--- src/rtl/psg_pkg.sv ---
// Shared types, constants and the arctangent table of the phase sine/cosine generator.
// No dependencies; every other file in rtl imports this package.
package psg_pkg;

   localparam int TIME_W     = 32;
   localparam int FREQ_W     = 32;
   localparam int OUT_W      = 24;
   localparam int VEC_W      = 33;
   localparam int ATAN_COUNT = 32;
   localparam int OUT_SHIFT  = 8;

   localparam logic signed [VEC_W-1:0]   GAIN_START = 33'sd652032874;
   localparam logic signed [VEC_W:0]     ROUND_HALF = 34'sd128;
   localparam logic signed [VEC_W:0]     OUT_ONE    = 34'sd4194304;

   typedef logic signed [VEC_W-1:0] vec_type;

   typedef struct packed {
      logic       valid;
      logic       last;
      logic [1:0] quad;
   } psg_ctl_type;

   typedef struct packed {
      vec_type x;
      vec_type y;
      vec_type z;
   } psg_vec_type;

   // atan(2^-i) in 2^32 units per turn, rounded
   function automatic vec_type atan_turn(input logic [4:0] idx);
      vec_type r;
      case (idx)
         5'd0:  r = 33'sd536870912;
         5'd1:  r = 33'sd316933406;
         5'd2:  r = 33'sd167458907;
         5'd3:  r = 33'sd85004756;
         5'd4:  r = 33'sd42667331;
         5'd5:  r = 33'sd21354465;
         5'd6:  r = 33'sd10679838;
         5'd7:  r = 33'sd5340245;
         5'd8:  r = 33'sd2670163;
         5'd9:  r = 33'sd1335087;
         5'd10: r = 33'sd667544;
         5'd11: r = 33'sd333772;
         5'd12: r = 33'sd166886;
         5'd13: r = 33'sd83443;
         5'd14: r = 33'sd41722;
         5'd15: r = 33'sd20861;
         5'd16: r = 33'sd10430;
         5'd17: r = 33'sd5215;
         5'd18: r = 33'sd2608;
         5'd19: r = 33'sd1304;
         5'd20: r = 33'sd652;
         5'd21: r = 33'sd326;
         5'd22: r = 33'sd163;
         5'd23: r = 33'sd81;
         5'd24: r = 33'sd41;
         5'd25: r = 33'sd20;
         5'd26: r = 33'sd10;
         5'd27: r = 33'sd5;
         5'd28: r = 33'sd3;
         5'd29: r = 33'sd1;
         5'd30: r = 33'sd1;
         default: r = '0;
      endcase
      return r;
   endfunction

endpackage

--- src/rtl/psg_cordic_stage.sv ---
// One rotation-mode CORDIC iteration with its own pipeline register.
// Depends on psg_pkg (vector types and arctangent table).
module psg_cordic_stage #(
   parameter int STEP = 0
) (
   input  logic                 clock,
   input  logic                 reset,
   input  logic                 enable,
   input  psg_pkg::psg_ctl_type ctl_in,
   input  psg_pkg::psg_vec_type vec_in,
   output psg_pkg::psg_ctl_type ctl_out,
   output psg_pkg::psg_vec_type vec_out
);
   import psg_pkg::*;

   psg_ctl_type ctl_ff;
   psg_vec_type vec_ff, vec_nx_in;
   vec_type     dx, dy, angle;

   always_comb begin
      dx    = vec_in.y >>> STEP;
      dy    = vec_in.x >>> STEP;
      angle = atan_turn(5'(STEP));
      if (!vec_in.z[VEC_W-1]) begin
         vec_nx_in.x = vec_in.x - dx;
         vec_nx_in.y = vec_in.y + dy;
         vec_nx_in.z = vec_in.z - angle;
      end else begin
         vec_nx_in.x = vec_in.x + dx;
         vec_nx_in.y = vec_in.y - dy;
         vec_nx_in.z = vec_in.z + angle;
      end
   end

   always_ff @(posedge clock) begin
      if (reset) begin
         ctl_ff.valid <= 1'b0;
      end else if (enable) begin
         ctl_ff <= ctl_in;
         vec_ff <= vec_nx_in;
      end
   end

   assign ctl_out = ctl_ff;
   assign vec_out = vec_ff;

endmodule

--- config.mk ---
export PLATFORM = sky130hd
export DESIGN_NAME = psg_cordic_stage
export DESIGN_NICKNAME = d
export VERILOG_FILES = /design/src/rtl/psg_pkg.sv /design/src/rtl/psg_cordic_stage.sv
export SDC_FILE = /design/constraint.sdc
export NUM_CORES = 1
export LEC_CHECK = 0
export ABC_AREA = 1
export BUFFER_PORTS_ARGS = -buffer_cell sky130_fd_sc_hd__buf_2
export CAP_MARGIN = 10
export CELL_PAD_IN_SITES_DETAIL_PLACEMENT = 2
export CELL_PAD_IN_SITES_GLOBAL_PLACEMENT = 2
export CORE_MARGIN = 4
export CORE_UTILIZATION = 33
export DETAILED_ROUTE_END_ITERATION = 12
export PLACE_DENSITY_LB_ADDON = 0.1
export SKIP_LAST_GASP = 1
export SLEW_MARGIN = 20
export SYNTH_ARGS = -nofsm -noshare
export SYNTH_HDL_FRONTEND = slang
export SYNTH_SLANG_ARGS = --single-unit
--- constraint.sdc ---
create_clock -name clock -period 8.1 [get_ports clock]
set_input_delay 0.81 -clock clock [delete_from_list [all_inputs] [get_ports clock]]
set_output_delay 0.81 -clock clock [all_outputs]
set_load 0.02 [all_outputs]
==> flow_summary.rst <==
.. list-table::
   :header-rows: 1

   * - Metric
     - Value
   * - I/O pin total
     - 209
   * - Core occupancy in the finished layout
     - 0.3847
   * - Layout overhead on the synthesized area
     - 15.29%
   * - Antenna violations before repair
     - 0
   * - Final number of hold-violating endpoints
     - 0
   * - Die outline height
     - 189.4 um
   * - Number of core rows
     - 66
   * - Post-route standard cell area excluding fillers
     - roughly 13000 um2
   * - Total of cells resized after clock tree synthesis
     - 0
   * - Final-report max-slew violation count
     - 0
   * - Synth top area share
     - 0.2793
   * - Cell with the most instances after synthesis
     - sky130_fd_sc_hd__nand2_1
   * - Setup slack of the critical path after layout
     - 5.243 ns
   * - Max Fclk
     - about 350 MHz
   * - Last weighted congestion value of the routability-driven placer
     - 0.8525
   * - DP Area
     - 12220 um2
   * - Post-layout net count
     - 2114
   * - Root Buffer Master
     - sky130_fd_sc_hd__clkbuf_16
   * - Final instance count without filler cells
     - about 2400
   * - CTS Buf Count
     - 9
   * - Final TNS setup
     - 0 ns
   * - Worst vdd ir
     - 0.00009382 V
   * - Outcome
     - complete, no violations
   * - Port bufs
     - 208
   * - Share of the cycle needed by the critical path after routing
     - 0.3527
   * - Total power after layout
     - 1.912 mW
   * - Power density over the cells
     - 152.7 nW/um2
   * - Arrival time worst endpoint
     - 2.98 ns
   * - Width of the die
     - about 190 um
   * - Fraction of power consumed by the clock network
     - 0.250
   * - Via count
     - 11720
   * - GRT Total Usage
     - 0.2511
   * - Flip-flop and latch count after synthesis
     - 102
   * - Classification of the worst setup path
     - input port to flop
   * - Post-synthesis net count
     - 1935
   * - Global-route wire length before repair
     - 70300 um
   * - Number of clock sinks
     - 102
   * - Largest driver fanout on the critical path
     - 8
   * - Synth top area cells
     - sky130_fd_sc_hd__edfxtp_1 28%, sky130_fd_sc_hd__nand2_1 23%, sky130_fd_sc_hd__inv_1 12%, sky130_fd_sc_hd__ha_1 11%, sky130_fd_sc_hd__nand3_1 7.4%
   * - Number of distinct library cell variants in the gate-level netlist after synthesis
     - 34
   * - Detailed-routing iteration count for the pre-antenna-repair pass
     - 5
   * - Vias in the first global route
     - approximately 13000
   * - Tightest slew margin relative to the limit
     - 0.3998
   * - Setup repair after global routing missed its margin
     - false
   * - Share of final-layout standard cells stronger than drive strength 1
     - 0.1303
   * - Warning count from the yosys run
     - 0
   * - Type of destination of the critical path
     - flop
   * - Worst hold slack
     - 0.4691 ns
   * - Via-per-instance ratio
     - 4.981
   * - Mapped Avg Cell Area
     - 6.287 um2
   * - CTS max path bufs
     - 2
   * - Worst Skew
     - 0 ns
   * - Post-Syn Instances
     - 1727
   * - Share of flip-flops with an asynchronous set or reset after synthesis
     - 0
   * - Top cell types by occurrence after synthesis
     - 652 x sky130_fd_sc_hd__nand2_1, 348 x sky130_fd_sc_hd__inv_1, 160 x sky130_fd_sc_hd__nand3_1, 109 x sky130_fd_sc_hd__nor2_1, 101 x sky130_fd_sc_hd__edfxtp_1
   * - Path category of the worst min-delay check
     - flop to flop
   * - Average wire length per cell after detail routing
     - 19.39 um
   * - First-iteration detailed-routing DRC count
     - 651
   * - Sequential area share after synthesis
     - 0.2812
   * - Internal power
     - 1.118 mW
   * - Number of antenna-violating nets in the routed design
     - 0
   * - Standby leakage power
     - between 7 and 8 nW
   * - Tmin final
     - about 2.9 ns
   * - Maximum number of pins on one net before global-route repair
     - 73
   * - Net switching share of the total power
     - 0.4154
   * - Total routed wirelength
     - approximately 46000 um
   * - Count of antenna diodes in the layout
     - 0
   * - Number of hold-repair buffers added at the cts stage
     - 0
   * - Relative contribution of sequential cells to total power
     - 0.346
   * - Number of enable flip-flop cells after synthesis
     - 101
   * - Area of the core
     - 32540 um2
   * - Total setup violations reported at the end of the flow
     - 0
   * - Top cell type by total area after synthesis
     - sky130_fd_sc_hd__edfxtp_1
   * - Later-pin clock latency in the skew report
     - 0.37 ns
   * - Floorplan die area
     - between 30000 and 40000 um2
   * - Worst path required time
     - 8.22 ns
   * - Number of cells in the design after placement
     - 2337
   * - Total net switching power
     - 0.7942 mW
   * - CTS H-tree lvls
     - 3
   * - Least-Margin Pin Slew
     - 0.9003 ns
   * - DRC errors left
     - 0
   * - Setup Fix Bufs, Post-CTS
     - 0
   * - Clock transition at the register clock pins on the worst setup and hold paths after CTS
     - around 0.070 ns
   * - Gr ovfl total
     - 0
   * - Dominant synthesized flop cell
     - sky130_fd_sc_hd__edfxtp_1
   * - Worst setup slack before clock tree synthesis
     - 4.888 ns
   * - Nature of the critical path startpoint
     - input port
   * - Initial Util
     - 0.3337
   * - HPWL after DPL
     - 38790 um
   * - Cell area after synthesis
     - 10860 um2
   * - Combinational share of power
     - 0.404
   * - Number of maximum-capacitance constraint violations
     - 0
   * - Clock tree from TritonCTS
     - done
[cell families (layout without fill, tap and decap cells)]
group           count (synthesis)  after routing  share of synthesized area
simple gates                  964            964                     0.3628
buf+inv                       395            579                     0.1462
compound gates                139            139                    0.06937
fa+ha+maj                     102            102                     0.1203
flops                         102            102                     0.2812
xor+xnor                       25             25                    0.02017
[critical path, stage by stage]
cell,delay (ns)
sky130_fd_sc_hd__buf_2,0.10
sky130_fd_sc_hd__inv_1,0.05
sky130_fd_sc_hd__ha_1,0.54
sky130_fd_sc_hd__inv_1,0.18
sky130_fd_sc_hd__nand2_1,0.12
sky130_fd_sc_hd__nand2_1,0.13
sky130_fd_sc_hd__inv_1,0.09
sky130_fd_sc_hd__nand2_1,0.08
sky130_fd_sc_hd__a21oi_1,0.24
sky130_fd_sc_hd__nand2_1,0.19
sky130_fd_sc_hd__nand2_1,0.13
sky130_fd_sc_hd__nand3_1,0.10
sky130_fd_sc_hd__nand3_1,0.13
sky130_fd_sc_hd__nand2_1,0.08
[layout by cell type, fill, tap and decap left out, types with 2 or more instances in the layout]
master	instances
sky130_fd_sc_hd__o22ai_1	4
sky130_fd_sc_hd__o31ai_1	2
sky130_fd_sc_hd__buf_2	208
sky130_fd_sc_hd__nor3_1	6
sky130_fd_sc_hd__clkbuf_16	9
sky130_fd_sc_hd__ha_1	98
sky130_fd_sc_hd__nor2_1	108
sky130_fd_sc_hd__o21a_1	4
sky130_fd_sc_hd__nand3_1	160
sky130_fd_sc_hd__inv_6	2
sky130_fd_sc_hd__nand4_1	16
sky130_fd_sc_hd__xor2_1	25
sky130_fd_sc_hd__nor3_2	3
sky130_fd_sc_hd__edfxtp_1	101
sky130_fd_sc_hd__nand2_1	652
sky130_fd_sc_hd__nor2_2	7
sky130_fd_sc_hd__fa_1	4
sky130_fd_sc_hd__a31oi_1	4
sky130_fd_sc_hd__buf_4	4
sky130_fd_sc_hd__inv_2	3
sky130_fd_sc_hd__clkbuf_1	2
sky130_fd_sc_hd__a21oi_1	75
sky130_fd_sc_hd__inv_1	348
sky130_fd_sc_hd__o21ai_0	37
sky130_fd_sc_hd__o21bai_1	11
sky130_fd_sc_hd__nand2_2	7
[final cells by class]
| cell class | count | area [um2] |
|---|---|---|
| Clock buffer | 12 | 246.5 |
| Clock inverter | 4 | 52.55 |
| Fill cell | 4140 | 20020 |
| Inverter | 351 | 1318 |
| Multi-Input combinational cell | 1230 | 6225 |
| Sequential cell | 102 | 3053 |
| Tap cell | 442 | 553.0 |
| Timing Repair Buffer | 212 | 1071 |
[final timing paths]
kind	start	cells past startpoint	slack [ns]	to
setup / recovery	vec_in[43]	14	5.24	vec_out[89]$_DFFE_PP_
hold / removal	ctl_out[3]$_SDFFE_PP0P_	2	0.47	ctl_out[3]$_SDFFE_PP0P_
setup reg to reg	ctl_out[3]$_SDFFE_PP0P_	2	7.53	ctl_out[3]$_SDFFE_PP0P_
hold reg to reg	ctl_out[3]$_SDFFE_PP0P_	2	0.47	ctl_out[3]$_SDFFE_PP0P_
[state kept, by name, indices dropped and copies added, names as in the netlist]
name and flops:
vec_out 98, ctl_out 4
[metal layers]
metal,vias to the layer above,track usage,part of all wire
met5,-,0,0
met4,0,0.05036,0.016
met3,38,0.02950,0.043
met2,272,0.4363,0.47
met1,5742,0.3385,0.47
li1,5668,-,-
[power by group through the flow]
stage / Sequential, mW / Combinational [mW] / Clock, mW
2_1_floorplan: 0.731 / 0.434 / 0
4_1_cts: 0.663 / 0.775 / 0.484
3_3_place_gp: 0.670 / 0.740 / 0
6_report: 0.661 / 0.772 / 0.479
5_1_grt: 0.666 / 0.860 / 0.504
3_5_place_dp: 0.674 / 0.771 / 0
No activity file was read; power rests on OpenSTA's default activity.
