File: src/rtl/psg_pkg.sv
// Shared types, constants and the arctangent table of the phase sine/cosine generator.
// No dependencies; every other file in rtl imports this package.
package psg_pkg;

   localparam int TIME_W     = 32;
   localparam int FREQ_W     = 32;
   localparam int OUT_W      = 24;
   localparam int VEC_W      = 33;
   localparam int ATAN_COUNT = 32;
   localparam int OUT_SHIFT  = 8;

   localparam logic signed [VEC_W-1:0]   GAIN_START = 33'sd652032874;
   localparam logic signed [VEC_W:0]     ROUND_HALF = 34'sd128;
   localparam logic signed [VEC_W:0]     OUT_ONE    = 34'sd4194304;

   typedef logic signed [VEC_W-1:0] vec_type;

   typedef struct packed {
      logic       valid;
      logic       last;
      logic [1:0] quad;
   } psg_ctl_type;

   typedef struct packed {
      vec_type x;
      vec_type y;
      vec_type z;
   } psg_vec_type;

   // atan(2^-i) in 2^32 units per turn, rounded
   function automatic vec_type atan_turn(input logic [4:0] idx);
      vec_type r;
      case (idx)
         5'd0:  r = 33'sd536870912;
         5'd1:  r = 33'sd316933406;
         5'd2:  r = 33'sd167458907;
         5'd3:  r = 33'sd85004756;
         5'd4:  r = 33'sd42667331;
         5'd5:  r = 33'sd21354465;
         5'd6:  r = 33'sd10679838;
         5'd7:  r = 33'sd5340245;
         5'd8:  r = 33'sd2670163;
         5'd9:  r = 33'sd1335087;
         5'd10: r = 33'sd667544;
         5'd11: r = 33'sd333772;
         5'd12: r = 33'sd166886;
         5'd13: r = 33'sd83443;
         5'd14: r = 33'sd41722;
         5'd15: r = 33'sd20861;
         5'd16: r = 33'sd10430;
         5'd17: r = 33'sd5215;
         5'd18: r = 33'sd2608;
         5'd19: r = 33'sd1304;
         5'd20: r = 33'sd652;
         5'd21: r = 33'sd326;
         5'd22: r = 33'sd163;
         5'd23: r = 33'sd81;
         5'd24: r = 33'sd41;
         5'd25: r = 33'sd20;
         5'd26: r = 33'sd10;
         5'd27: r = 33'sd5;
         5'd28: r = 33'sd3;
         5'd29: r = 33'sd1;
         5'd30: r = 33'sd1;
         default: r = '0;
      endcase
      return r;
   endfunction

endpackage

File: src/rtl/psg_output.sv
// Output stage: quadrant mapping, rounding to 1.0 = 2^22, saturation, result register.
// Depends on psg_pkg.
module psg_output (
   input  logic                          clock,
   input  logic                          reset,
   input  logic                          enable,
   input  psg_pkg::psg_ctl_type          ctl_in,
   input  psg_pkg::psg_vec_type          vec_in,
   output logic                          out_valid,
   output logic                          out_last,
   output logic [psg_pkg::OUT_W-1:0]     out_sine,
   output logic [psg_pkg::OUT_W-1:0]     out_cosine
);
   import psg_pkg::*;

   vec_type          cos_v, sin_v;
   logic             valid_ff, last_ff;
   logic [OUT_W-1:0] sine_ff, sine_in, cosine_ff, cosine_in;

   function automatic logic [OUT_W-1:0] to_field(input vec_type v);
      logic signed [VEC_W:0] s;
      logic signed [VEC_W:0] r;
      s = {v[VEC_W-1], v} + ROUND_HALF;
      r = s >>> OUT_SHIFT;
      if (r > OUT_ONE) begin
         r = OUT_ONE;
      end else if (r < -OUT_ONE) begin
         r = -OUT_ONE;
      end
      return r[OUT_W-1:0];
   endfunction

   always_comb begin
      case (ctl_in.quad)
         2'd0: begin
            cos_v = vec_in.x;
            sin_v = vec_in.y;
         end
         2'd1: begin
            cos_v = -vec_in.y;
            sin_v = vec_in.x;
         end
         2'd2: begin
            cos_v = -vec_in.x;
            sin_v = -vec_in.y;
         end
         default: begin
            cos_v = vec_in.y;
            sin_v = -vec_in.x;
         end
      endcase
      sine_in   = to_field(sin_v);
      cosine_in = to_field(cos_v);
   end

   always_ff @(posedge clock) begin
      if (reset) begin
         valid_ff <= 1'b0;
      end else if (enable) begin
         valid_ff <= ctl_in.valid;
      end
   end

   always_ff @(posedge clock) begin
      if (enable) begin
         last_ff   <= ctl_in.last;
         sine_ff   <= sine_in;
         cosine_ff <= cosine_in;
      end
   end

   assign out_valid  = valid_ff;
   assign out_last   = last_ff;
   assign out_sine   = sine_ff;
   assign out_cosine = cosine_ff;

   a_sine_range: assert property (@(posedge clock) disable iff (reset)
      valid_ff |-> ($signed(sine_ff) <= 24'sd4194304 && $signed(sine_ff) >= -24'sd4194304))
      else $error("sine out of range");

   a_cosine_range: assert property (@(posedge clock) disable iff (reset)
      valid_ff |-> ($signed(cosine_ff) <= 24'sd4194304 && $signed(cosine_ff) >= -24'sd4194304))
      else $error("cosine out of range");

   a_reset_clears: assert property (@(posedge clock)
      $past(reset) |-> !valid_ff)
      else $error("result valid after reset");

   a_stall_holds: assert property (@(posedge clock) disable iff (reset)
      !enable |=> $stable(valid_ff) && $stable(sine_ff) && $stable(cosine_ff))
      else $error("output stage moved during stall");

endmodule

File: config.mk
export PLATFORM = sky130hd
export DESIGN_NAME = psg_output
export DESIGN_NICKNAME = d
export VERILOG_FILES = /design/src/rtl/psg_pkg.sv /design/src/rtl/psg_output.sv
export SDC_FILE = /design/constraint.sdc
export NUM_CORES = 1
export LEC_CHECK = 0
export ABC_CLOCK_PERIOD_IN_PS = 5450
export BUFFER_PORTS_ARGS = -buffer_cell sky130_fd_sc_hd__buf_2
export CAP_MARGIN = 30
export CORE_ASPECT_RATIO = 2
export CORE_MARGIN = 5
export CORE_UTILIZATION = 56
export CTS_BUF_LIST = sky130_fd_sc_hd__clkbuf_16
export DETAILED_ROUTE_END_ITERATION = 8
export PLACE_DENSITY = 0.83
export SETUP_SLACK_MARGIN = 0.3
export SLEW_MARGIN = 10
export SYNTH_ARGS = -nofsm -noshare
export SYNTH_HDL_FRONTEND = slang
export SYNTH_SLANG_ARGS = --single-unit
File: constraint.sdc
create_clock -name clock -period 5.45 [get_ports clock]
set_clock_uncertainty 0.05 [all_clocks]
set_input_delay 0.2725 -clock clock [delete_from_list [all_inputs] [get_ports clock]]
set_output_delay 0.2725 -clock clock [all_outputs]
set_load 0.03 [all_outputs]
==> reports/results.tsv, run 1 <==
metric	value	unit
Final period util	88.1	%
largest net degree at the start of global routing	51	
GR Util All Layers	33.7	%
Die Height	161	microns
Least-Margin Pin Slew	1.00	ns
routed vias/inst	6.99	
vias in the first global route	7208	
Final Slew Violations	0	
first-pass GRT wire length	36.9	mm
number of buffers and inverters on the critical path	3	
max_cap viols	0	
row count	55	
Sequential Power Share	33.7	%
flop-to-flop setup slack	4.73	ns
Leak	2.61	nW
Net Sw Power	0.541	mW
post-route ant nets	0	
core box area	11200	sq um
Setup-failing EPs final	0	
most frequent cell after synthesis	nor2_1	
die width	85.3	microns
clock root buffer	clkbuf_16	
mean post-synth cell area	7.72	sq um
synth unique cells	92	
mapped cell area	6360	sq um
DR DRC count	0	
Remaining Overflow, GRT	0	
HP Class	in -> reg	
Synth top cells by count	nor2_1, nand2_1, clkbuf_1, edfxtp_1, a21oi_1	
ranking of synthesized cells by area	edfxtp_1, nor2_1, xnor2_1	
Net Count, Synth	931	
WP depth	14	
Hold Fails Final Rpt	0	
arrival time worst endpoint	4.78	ns
Slew headroom	32.9	%
Hold Buf Count CTS	0	
drt total wl	23.2	mm
outcome	finished clean	
Area Overhead vs Synth	14.3	%
worst-path fanout max	22	
Sw Ratio	37.9	%
share of layout cells above drive strength 1	21.8	%
setup TNS	0	ns
total CTS buffers	5	
Placed Instance Area	7090	sq um
initial DRC count	878	
nets	1020	
FMAX	208	MHz
clk slew on worst S/H paths	0.07	ns
Peak supply drop	181	uV
Post-CTS Resized	0	
worst r2r path cells	2	
Die Area	13700	sq um
initial antenna violation count	0	
Top FF cell, synth	edfxtp_1	
WL per Instance	22.0	microns
Layout fillers	1019	
antenna cells	0	
unrepaired setup endpoints after global routing	no	
cell taking the most area after synthesis	edfxtp_1	
IO Port Bufs	122	
H-Tree Depth	2	
minimum clock period	4.80	ns
Clock Latency Late Sink	0.29	ns
Ys Warns	0	
Post-CTS Setup Bufs	0	
Hold EP	out_valid	
Initial Util	56.7	%
FF-to-FF Start	out_valid	
drt first pass iters	8	
clock share of power	24.8	%
CTS sink count	50	
number of synthesized register bits	50	
logic gate share of total power	41.5	%
Max Root-Sink Buffers	2	
Final Non-Filler Cells	1055	
CP cell instances	buf_2 > or4_1 > buf_4 > or4_1 > a221oi_1 > nor2_1 > nor4_2 > and3_1 > o21ai_0 > o21ba_1 > or3_4 > o31ai_4 > buf_4 > nor3_1	
routed vias	7379	
Setup crit end kind	flip-flop	
Slowest-stage cell, CP	a221oi_1	
Int Power	0.888	mW
EDFF count, synth	49	
crit path launch type	input port	
hold path depth	2	
HP Start	reset	
Slowest Stage Delay on Critical Path	0.62	ns
reg2reg end	out_valid	
CP required	5.43	ns
kind of critical path	in -> reg	
Top-Level Pins	156	
Cells after Synth	823	
register area share after synthesis	23.5	%
ys async rst share	0	%
delay-heaviest family, CP	simple AND/OR/NAND/NOR gates	
Final Instance Area	7270	sq um
RePlAce Congestion	1.06	
CTS tree	built	
top cell type's share of synthesized area	23.1	%
hpwl dp	17.7	mm
placed cell count	1046	
PwrDens	197	nW/um^2
[metrics by stage]
step           hold WS, ns  power, mW  setup WS (ns)  utilization (%)
6_report            0.0786       1.43          0.651             64.8
2_1_floorplan        0.295      0.887          0.819                -
3_5_place_dp         0.388       1.07          0.490             63.2
4_1_cts             0.0793       1.42          0.763             64.7
5_1_grt             0.0786       1.49          0.431             64.8
3_3_place_gp         0.384       1.06          0.564             63.2
[logic make-up after synthesis]
| logic type | after synthesis | share of synthesized area, % |
|---|---|---|
| buf+inv | 85 | 5.31 |
| fa+ha+maj | 2 | 0.394 |
| mux | 20 | 3.80 |
| xor+xnor | 59 | 8.13 |
| simple gates | 384 | 32.8 |
| compound gates | 223 | 26.1 |
| flops | 50 | 23.5 |
[worst register-to-register path: stages, from the launching register on]
cell     delay (ns)
dfxtp_1        0.32
mux2i_1        0.18
nor2_1         0.06
[registers in the layout (all words and copies together), names as in the netlist]
name	flops
out_last	1
out_valid	1
out_cosine	24
out_sine	24
[metal layers]
| layer | up-vias | part of all wire [%] | track usage (%) |
|---|---|---|---|
| met5 | - | 0 | 0 |
| met4 | 0 | 9.2 | 26.5 |
| met3 | 162 | 8.3 | 5.29 |
| met2 | 469 | 50 | 57.6 |
| met1 | 3387 | 33 | 35.9 |
| li1 | 3361 | - | - |
[worst max path at each step]
stage	from	to	slack (ns)
after CTS	vec_in[70]	out_sine[3]	0.76
after detailed placement	vec_in[70]	out_sine[3]	0.49
final	vec_in[70]	out_sine[3]	0.65
after global placement	vec_in[70]	out_sine[3]	0.56
after floorplan	ctl_in[0]	out_sine[4]	0.82
after global routing	vec_in[37]	out_sine[3]	0.43
[cells in the final DEF, fill, tap and decap left out, types with 12 or more instances in the layout]
master    instances
and2_1           12
xnor2_1          34
a211oi_1         15
nand2b_1         13
mux2i_1          14
nor4_1           23
nand4_1          15
or4_1            17
or3_1            15
a31oi_1          13
nor3_1           37
buf_4            32
nand2_1          64
nand3_1          24
xor2_1           25
nor2b_1          13
nor2_1           93
edfxtp_1         49
buf_2           123
o21ai_0          23
a21oi_1          40
[power groups by stage]
stage / registers, mW / logic, mW / clock network [mW]
2_1_floorplan: 0.578 / 0.308 / 0
3_3_place_gp: 0.489 / 0.569 / 0
3_5_place_dp: 0.491 / 0.578 / 0
4_1_cts: 0.483 / 0.581 / 0.355
5_1_grt: 0.485 / 0.634 / 0.373
6_report: 0.482 / 0.594 / 0.354
[layout make-up]
class                      instances  area, sq um  area share (%)
clock buffer                       5          125            1.72
clock inverter                     3         42.5           0.586
inverter                          12         45.0           0.620
multi-input combinational        688         4530            62.3
sequential                        50         1490            20.5
tap                              142          178            2.45
timing repair buffer             155          856            11.8
Note: power is estimated with default switching activity, not from simulation.
==> inputs of run 2 (changes only) <==
- CELL_PAD_IN_SITES_DETAIL_PLACEMENT: default -> 1
- CELL_PAD_IN_SITES_GLOBAL_PLACEMENT: default -> 2
- CORE_UTILIZATION: 56 -> 31
- PLACE_DENSITY: 0.83 -> default
- PLACE_DENSITY_LB_ADDON: default -> 0.1
==> run 2 against run 1 <==
Utilization down 28 points. Combinational power is 5.2% higher. Critical endpoint is now out_cosine[11]. Global-route usage is 9.8 points lower. Non-clock buffer count rose by 6. Largest cell class unchanged. First-iteration DRC count is 58% lower. Flip-flop and latch count did not move. Clock power increased by 2%. Worst hold slack worse by 0.016 ns. Maximum frequency is 0.30% higher. Die area up 72%. Register-to-register slack better by 0.08 ns.
==> reports/results.tsv, run 2 (synthesized netlist as in run 1, its figures left out) <==
metric	value	unit	change
Least-Margin Pin Slew	0.936	ns	was 1.00 ns
clk slew on worst S/H paths	0.07	ns	about the same
Final Slew Violations	0		unchanged
minimum clock period	4.78	ns	was 4.80 ns
Die Height	213	microns	was 161 microns
WL per Instance	24.5	microns	was 22.0 microns
first-pass GRT wire length	44.0	mm	was 36.9 mm
outcome	finished clean		unchanged
Initial Util	31.2	%	was 56.7%
clock root buffer	clkbuf_16		unchanged
routed vias/inst	6.07		was 6.99
Die Area	23600	sq um	was 13700 sq um
Setup crit end kind	flip-flop		unchanged
CTS sink count	50		unchanged
total power	1.47	mW	was 1.43 mW
drt first pass iters	4		was 8
hpwl dp	23.6	mm	was 17.7 mm
DR DRC count	0		unchanged
Max Root-Sink Buffers	2		unchanged
Top-Level Pins	156		unchanged
hold slack	0.0627	ns	was 0.0786 ns
Hold Fails Final Rpt	0		unchanged
largest net degree at the start of global routing	45		was 51
CTS tree	built		unchanged
post-route ant nets	0		unchanged
Slew headroom	36.7	%	was 32.9%
vias in the first global route	7522		was 7208
most frequent cells in the layout	buf_2, nor2_1, nand2_1, edfxtp_1, a21oi_1		unchanged
Hold Buf Count CTS	0		unchanged
nets	1026		was 1020
commonest non-fill, non-tap cell in the layout	buf_2		unchanged
H-Tree Depth	2		unchanged
dpl ws	0.221	ns	was 0.490 ns
initial DRC count	372		was 878
HP Class	in -> reg		unchanged
FMAX	209	MHz	was 208 MHz
setup TNS	0	ns	unchanged
kind of critical path	in -> reg		unchanged
IO Port Bufs	122		unchanged
Post-CTS Setup Bufs	0		unchanged
share of layout cells above drive strength 1	22.5	%	was 21.8%
arrival time worst endpoint	4.89	ns	was 4.78 ns
Clock Latency Late Sink	0.30	ns	was 0.29 ns
Peak supply drop	157	uV	was 181 uV
total CTS buffers	5		unchanged
Leak	2.65	nW	was 2.61 nW
crit path launch type	input port		unchanged
Final Instance Area	7500	sq um	was 7270 sq um
drt total wl	29.0	mm	was 23.2 mm
RePlAce Congestion	0.986		was 1.06
Setup-failing EPs final	0		unchanged
core box area	20400	sq um	was 11200 sq um
Remaining Overflow, GRT	0		unchanged
PwrDens	196	nW/um^2	was 197 nW/um^2
worst-path fanout max	11		was 22
worst setup margin	0.665	ns	was 0.651 ns
die width	111	microns	was 85.3 microns
initial antenna violation count	1		was 0
Area Overhead vs Synth	18.0	%	was 14.3%
Placed Instance Area	7330	sq um	was 7090 sq um
GR Util All Layers	23.9	%	was 33.7%
row count	74		was 55
unrepaired setup endpoints after global routing	no		unchanged
max_cap viols	0		unchanged
routed vias	7195		was 7379
CP required	5.55	ns	was 5.43 ns
Final period util	87.8	%	was 88.1%
-- run 2: cell count changes in the layout (fill, tap and decap cells not counted) --
cell,previous run,this run
nand3_2,0,1
a31oi_2,0,1
diode_2,0,1
nand3_1,24,23
buf_4,32,36
buf_12,0,2
a31oi_1,13,12
-- run 2: stage by stage --
stage	utilization (%)	std cells
after detailed placement	36.0	1177
after global placement	35.9	1175
final	36.8	1186
after CTS	36.8	1185
after floorplan	-	823
after global routing	36.8	1186
-- run 2: metal layers --
| metal | track usage (%) | vias to the layer above | part of all wire, % |
|---|---|---|---|
| met5 | 0 | - | 0 |
| met3 | 2.31 | 81 | 3.2 |
| met2 | 45.8 | 221 | 54 |
| met4 | 17.7 | 0 | 8.1 |
| li1 | - | 3367 | - |
| met1 | 23.4 | 3526 | 35 |
-- run 2: worst paths after layout --
path,startpoint,end,slack (ns),cells after the start
min,reset,out_valid,0.06,2
min reg2reg,out_valid,out_valid,0.45,2
max reg2reg,out_valid,out_valid,4.81,2
max,vec_in[70],out_cosine[11],0.67,14
-- run 2: critical path, cell delays in order --
cell and delay [ns]:
buf_2 0.11, nor4_2 0.76, nand3_2 0.47, o41ai_1 0.44
o21ai_0 0.27, o22ai_1 0.38, buf_4 0.20, nor4b_1 0.48
and3_1 0.42, o2111ai_1 0.17, a211oi_1 0.42, a31oi_2 0.14
buf_4 0.22, nor2_1 0.14
-- run 2: final cells by class --
| type | instances | area [sq um] |
|---|---|---|
| diodes | 1 | 2.50 |
| fillers | 2534 | 12900 |
| clock inverters | 3 | 42.5 |
| flip-flops and latches | 50 | 1490 |
| well taps | 266 | 333 |
| clock buffers | 5 | 125 |
| multi-input cells | 688 | 4540 |
| inverters | 12 | 45.0 |
| repair buffers | 161 | 926 |
-- run 2: where the power goes --
group	total (mW)	internal [mW]	switching [mW]
clock network	0.361	0.217	0.144
logic	0.625	0.207	0.417
registers	0.483	0.473	0.00996
total	1.47	0.897	0.571
-- run 2: repair_timing --
action,in CTS,in global routing
hold endpoints to repair,0,0
resized for setup,0,1
endpoints found under the setup margin,0,19
==> inputs of run 3 (changes only) <==
- ABC_CLOCK_PERIOD_IN_PS: 5450 -> 3970
- CORE_MARGIN: 5 -> default
- CORE_UTILIZATION: 31 -> 28
- clock period: 5.45 -> 3.97 ns (I/O delays scaled with it)
==> run 3 against run 2 <==
The run now ends with setup timing left. Via count up 18%. Die area decreased by 1.3%. Power rose by 67%. Clock-buffer cell count is the same. Non-clock buffer count grew 271. Cell count is 24% higher. Utilization increased by 9.7 points. Routed wire length grew 22%. Critical path depth rose by 3. Worst hold slack got worse by 0.049 ns. Cell area rose by 38%. Critical endpoint is now out_sine[7]. Highest routed layer unchanged.
==> reports/results.tsv, run 3 (synthesized netlist as in run 1, its figures left out) <==
metric	value	unit	change
max_cap viols	0		unchanged
final design utilization	46.6	%	was 36.8%
Die Area	23300	sq um	was 23600 sq um
Clock Latency Late Sink	0.30	ns	about the same
first-pass GRT wire length	53.3	mm	was 44.0 mm
Layout fillers	2694		was 2534
CP required	4.09	ns	was 5.55 ns
placed cell count	1432		was 1177
nets	1299		was 1026
HP Class	in -> reg		unchanged
Final Non-Filler Cells	1470		was 1186
core box area	22200	sq um	was 20400 sq um
minimum clock period	4.00	ns	
RePlAce Congestion	0.987		was 0.986
worst-path fanout max	4		was 11
DR DRC count	0		unchanged
crit path launch type	input port		unchanged
met2 Usage GRT	58.7	%	was 45.8%
flop-to-flop setup slack	3.34	ns	was 4.81 ns
Top-Level Pins	156		unchanged
die width	109	microns	was 111 microns
Hold Fails Final Rpt	0		unchanged
Die Height	215	microns	was 213 microns
CTS sink count	50		unchanged
Area Overhead vs Synth	62.3	%	was 18.0%
vias in the first global route	9445		was 7522
failing checks	setup timing		
most frequent cells in the layout	buf_4, buf_2, nor2_1, nand2_1, edfxtp_1		was buf_2, nor2_1, nand2_1, edfxtp_1, a21oi_1
Final Slew Violations	0		unchanged
commonest non-fill, non-tap cell in the layout	buf_4		was buf_2
worst setup margin	-0.0272	ns	was 0.665 ns
CTS tree	built		unchanged
drt first pass iters	4		unchanged
outcome	finished with violations		was finished clean
met3 Use GR	2.94	%	was 2.31%
Slew headroom	47.0	%	was 36.7%
Max Root-Sink Buffers	2		unchanged
row count	77		was 74
Remaining Overflow, GRT	0		unchanged
initial DRC count	331		was 372
WL per Instance	24.2	microns	was 24.5 microns
total CTS buffers	5		unchanged
initial antenna violation count	2		was 1
GR Util All Layers	30.8	%	was 23.9%
clk slew on worst S/H paths	0.08	ns	was 0.07 ns
setup TNS	-0.179	ns	was 0 ns
drt total wl	35.5	mm	was 29.0 mm
Final period util	101	%	
Leak	4.13	nW	was 2.65 nW
Setup crit end kind	flip-flop		unchanged
largest net degree at the start of global routing	38		was 45
Initial Util	28.7	%	was 31.2%
Least-Margin Pin Slew	0.791	ns	was 0.936 ns
IO Port Bufs	122		unchanged
Peak supply drop	246	uV	was 157 uV
routed vias	8508		was 7195
grt met1 use	26.6	%	was 23.4%
routed vias/inst	5.79		was 6.07
kind of critical path	in -> reg		unchanged
Top Usage Layer GRT	met2		unchanged
post-route ant nets	0		unchanged
unrepaired setup endpoints after global routing	yes		was no
H-Tree Depth	2		unchanged
FMAX	250	MHz	
arrival time worst endpoint	4.11	ns	was 4.89 ns
clock root buffer	clkbuf_16		unchanged
PwrDens	237	nW/um^2	was 196 nW/um^2
share of layout cells above drive strength 1	47.6	%	was 22.5%
hpwl dp	28.5	mm	was 23.6 mm
Setup-failing EPs final	12		was 0
## run 3: changes by cell type in the layout (fill, tap and decap cells not counted), moves of 6 or more
| cell | change |
|---|---|
| nor2_4 | +12 |
| buf_4 | +253 |
| nor3_1 | -6 |
| nor2_2 | +9 |
| nor2_1 | -21 |
| a21oi_1 | -7 |
| buf_6 | +10 |
## run 3: per-layer routing
| layer | wire length [microns] | part of all wire [%] | vias to the layer above |
|---|---|---|---|
| met5 | 0 | 0 | - |
| met4 | 3740 | 11 | 0 |
| met3 | 826 | 2.3 | 135 |
| met2 | 19600 | 55 | 248 |
| met1 | 11300 | 32 | 4214 |
| li1 | - | - | 3911 |
## run 3: path summary, 6_finish.rpt
check	cells past startpoint	to	startpoint
setup reg to reg	2	out_valid	out_valid
setup / recovery	17	out_sine[7]	vec_in[70]
hold / removal	1	out_last	ctl_in[2]
hold reg to reg	2	out_valid	out_valid
## run 3: cell type report
type                    count  area [sq um]  share of cell area (%)
multi-input cells         690          5140                    49.8
diodes                      2          5.00                  0.0485
clock buffers               5           125                    1.21
clock inverters             3          48.8                   0.473
flip-flops and latches     50          1490                    14.5
inverters                  12          45.0                   0.436
repair buffers            432          3120                    30.3
well taps                 276           345                    3.35
## run 3: power by group
part / internal (mW) / total, mW / switching, mW
registers: 0.649 / 0.664 / 0.0142
clock network: 0.303 / 0.532 / 0.229
logic: 0.532 / 1.25 / 0.719
## run 3: stage by stage
stage	instance area (sq um)	worst slack, ns	hold WS [ns]	power [mW]
CTS	10200	-0.0153	0.0153	2.42
global placement	9290	-0.780	0.308	1.72
detailed placement	9290	-0.963	0.315	1.75
floorplan	6490	-0.186	0.221	1.23
global route	10300	-0.128	0.0143	2.55
finish	10300	-0.0272	0.0142	2.45
## run 3: timing repair
item                       4_1_cts  5_1_grt
pin swaps                       37        9
gates resized for setup         96       27
setup buffers                   20        3
hold buffers                     1        0
cloned                           4        0
setup endpoints to repair       46       47
hold endpoints to repair         1        0
## run 3: worst max-delay path: stages
cell      delay [ns]
buf_6           0.09
or4_4           0.54
buf_4           0.17
o21ai_2         0.19
buf_4           0.15
a31oi_1         0.23
or4_1           0.56
nor4_4          0.31
and3_4          0.25
buf_6           0.10
nand4_1         0.22
buf_4           0.23
o211ai_1        0.19
o221a_4         0.29
o31ai_4         0.10
buf_6           0.15
nor3_2          0.14
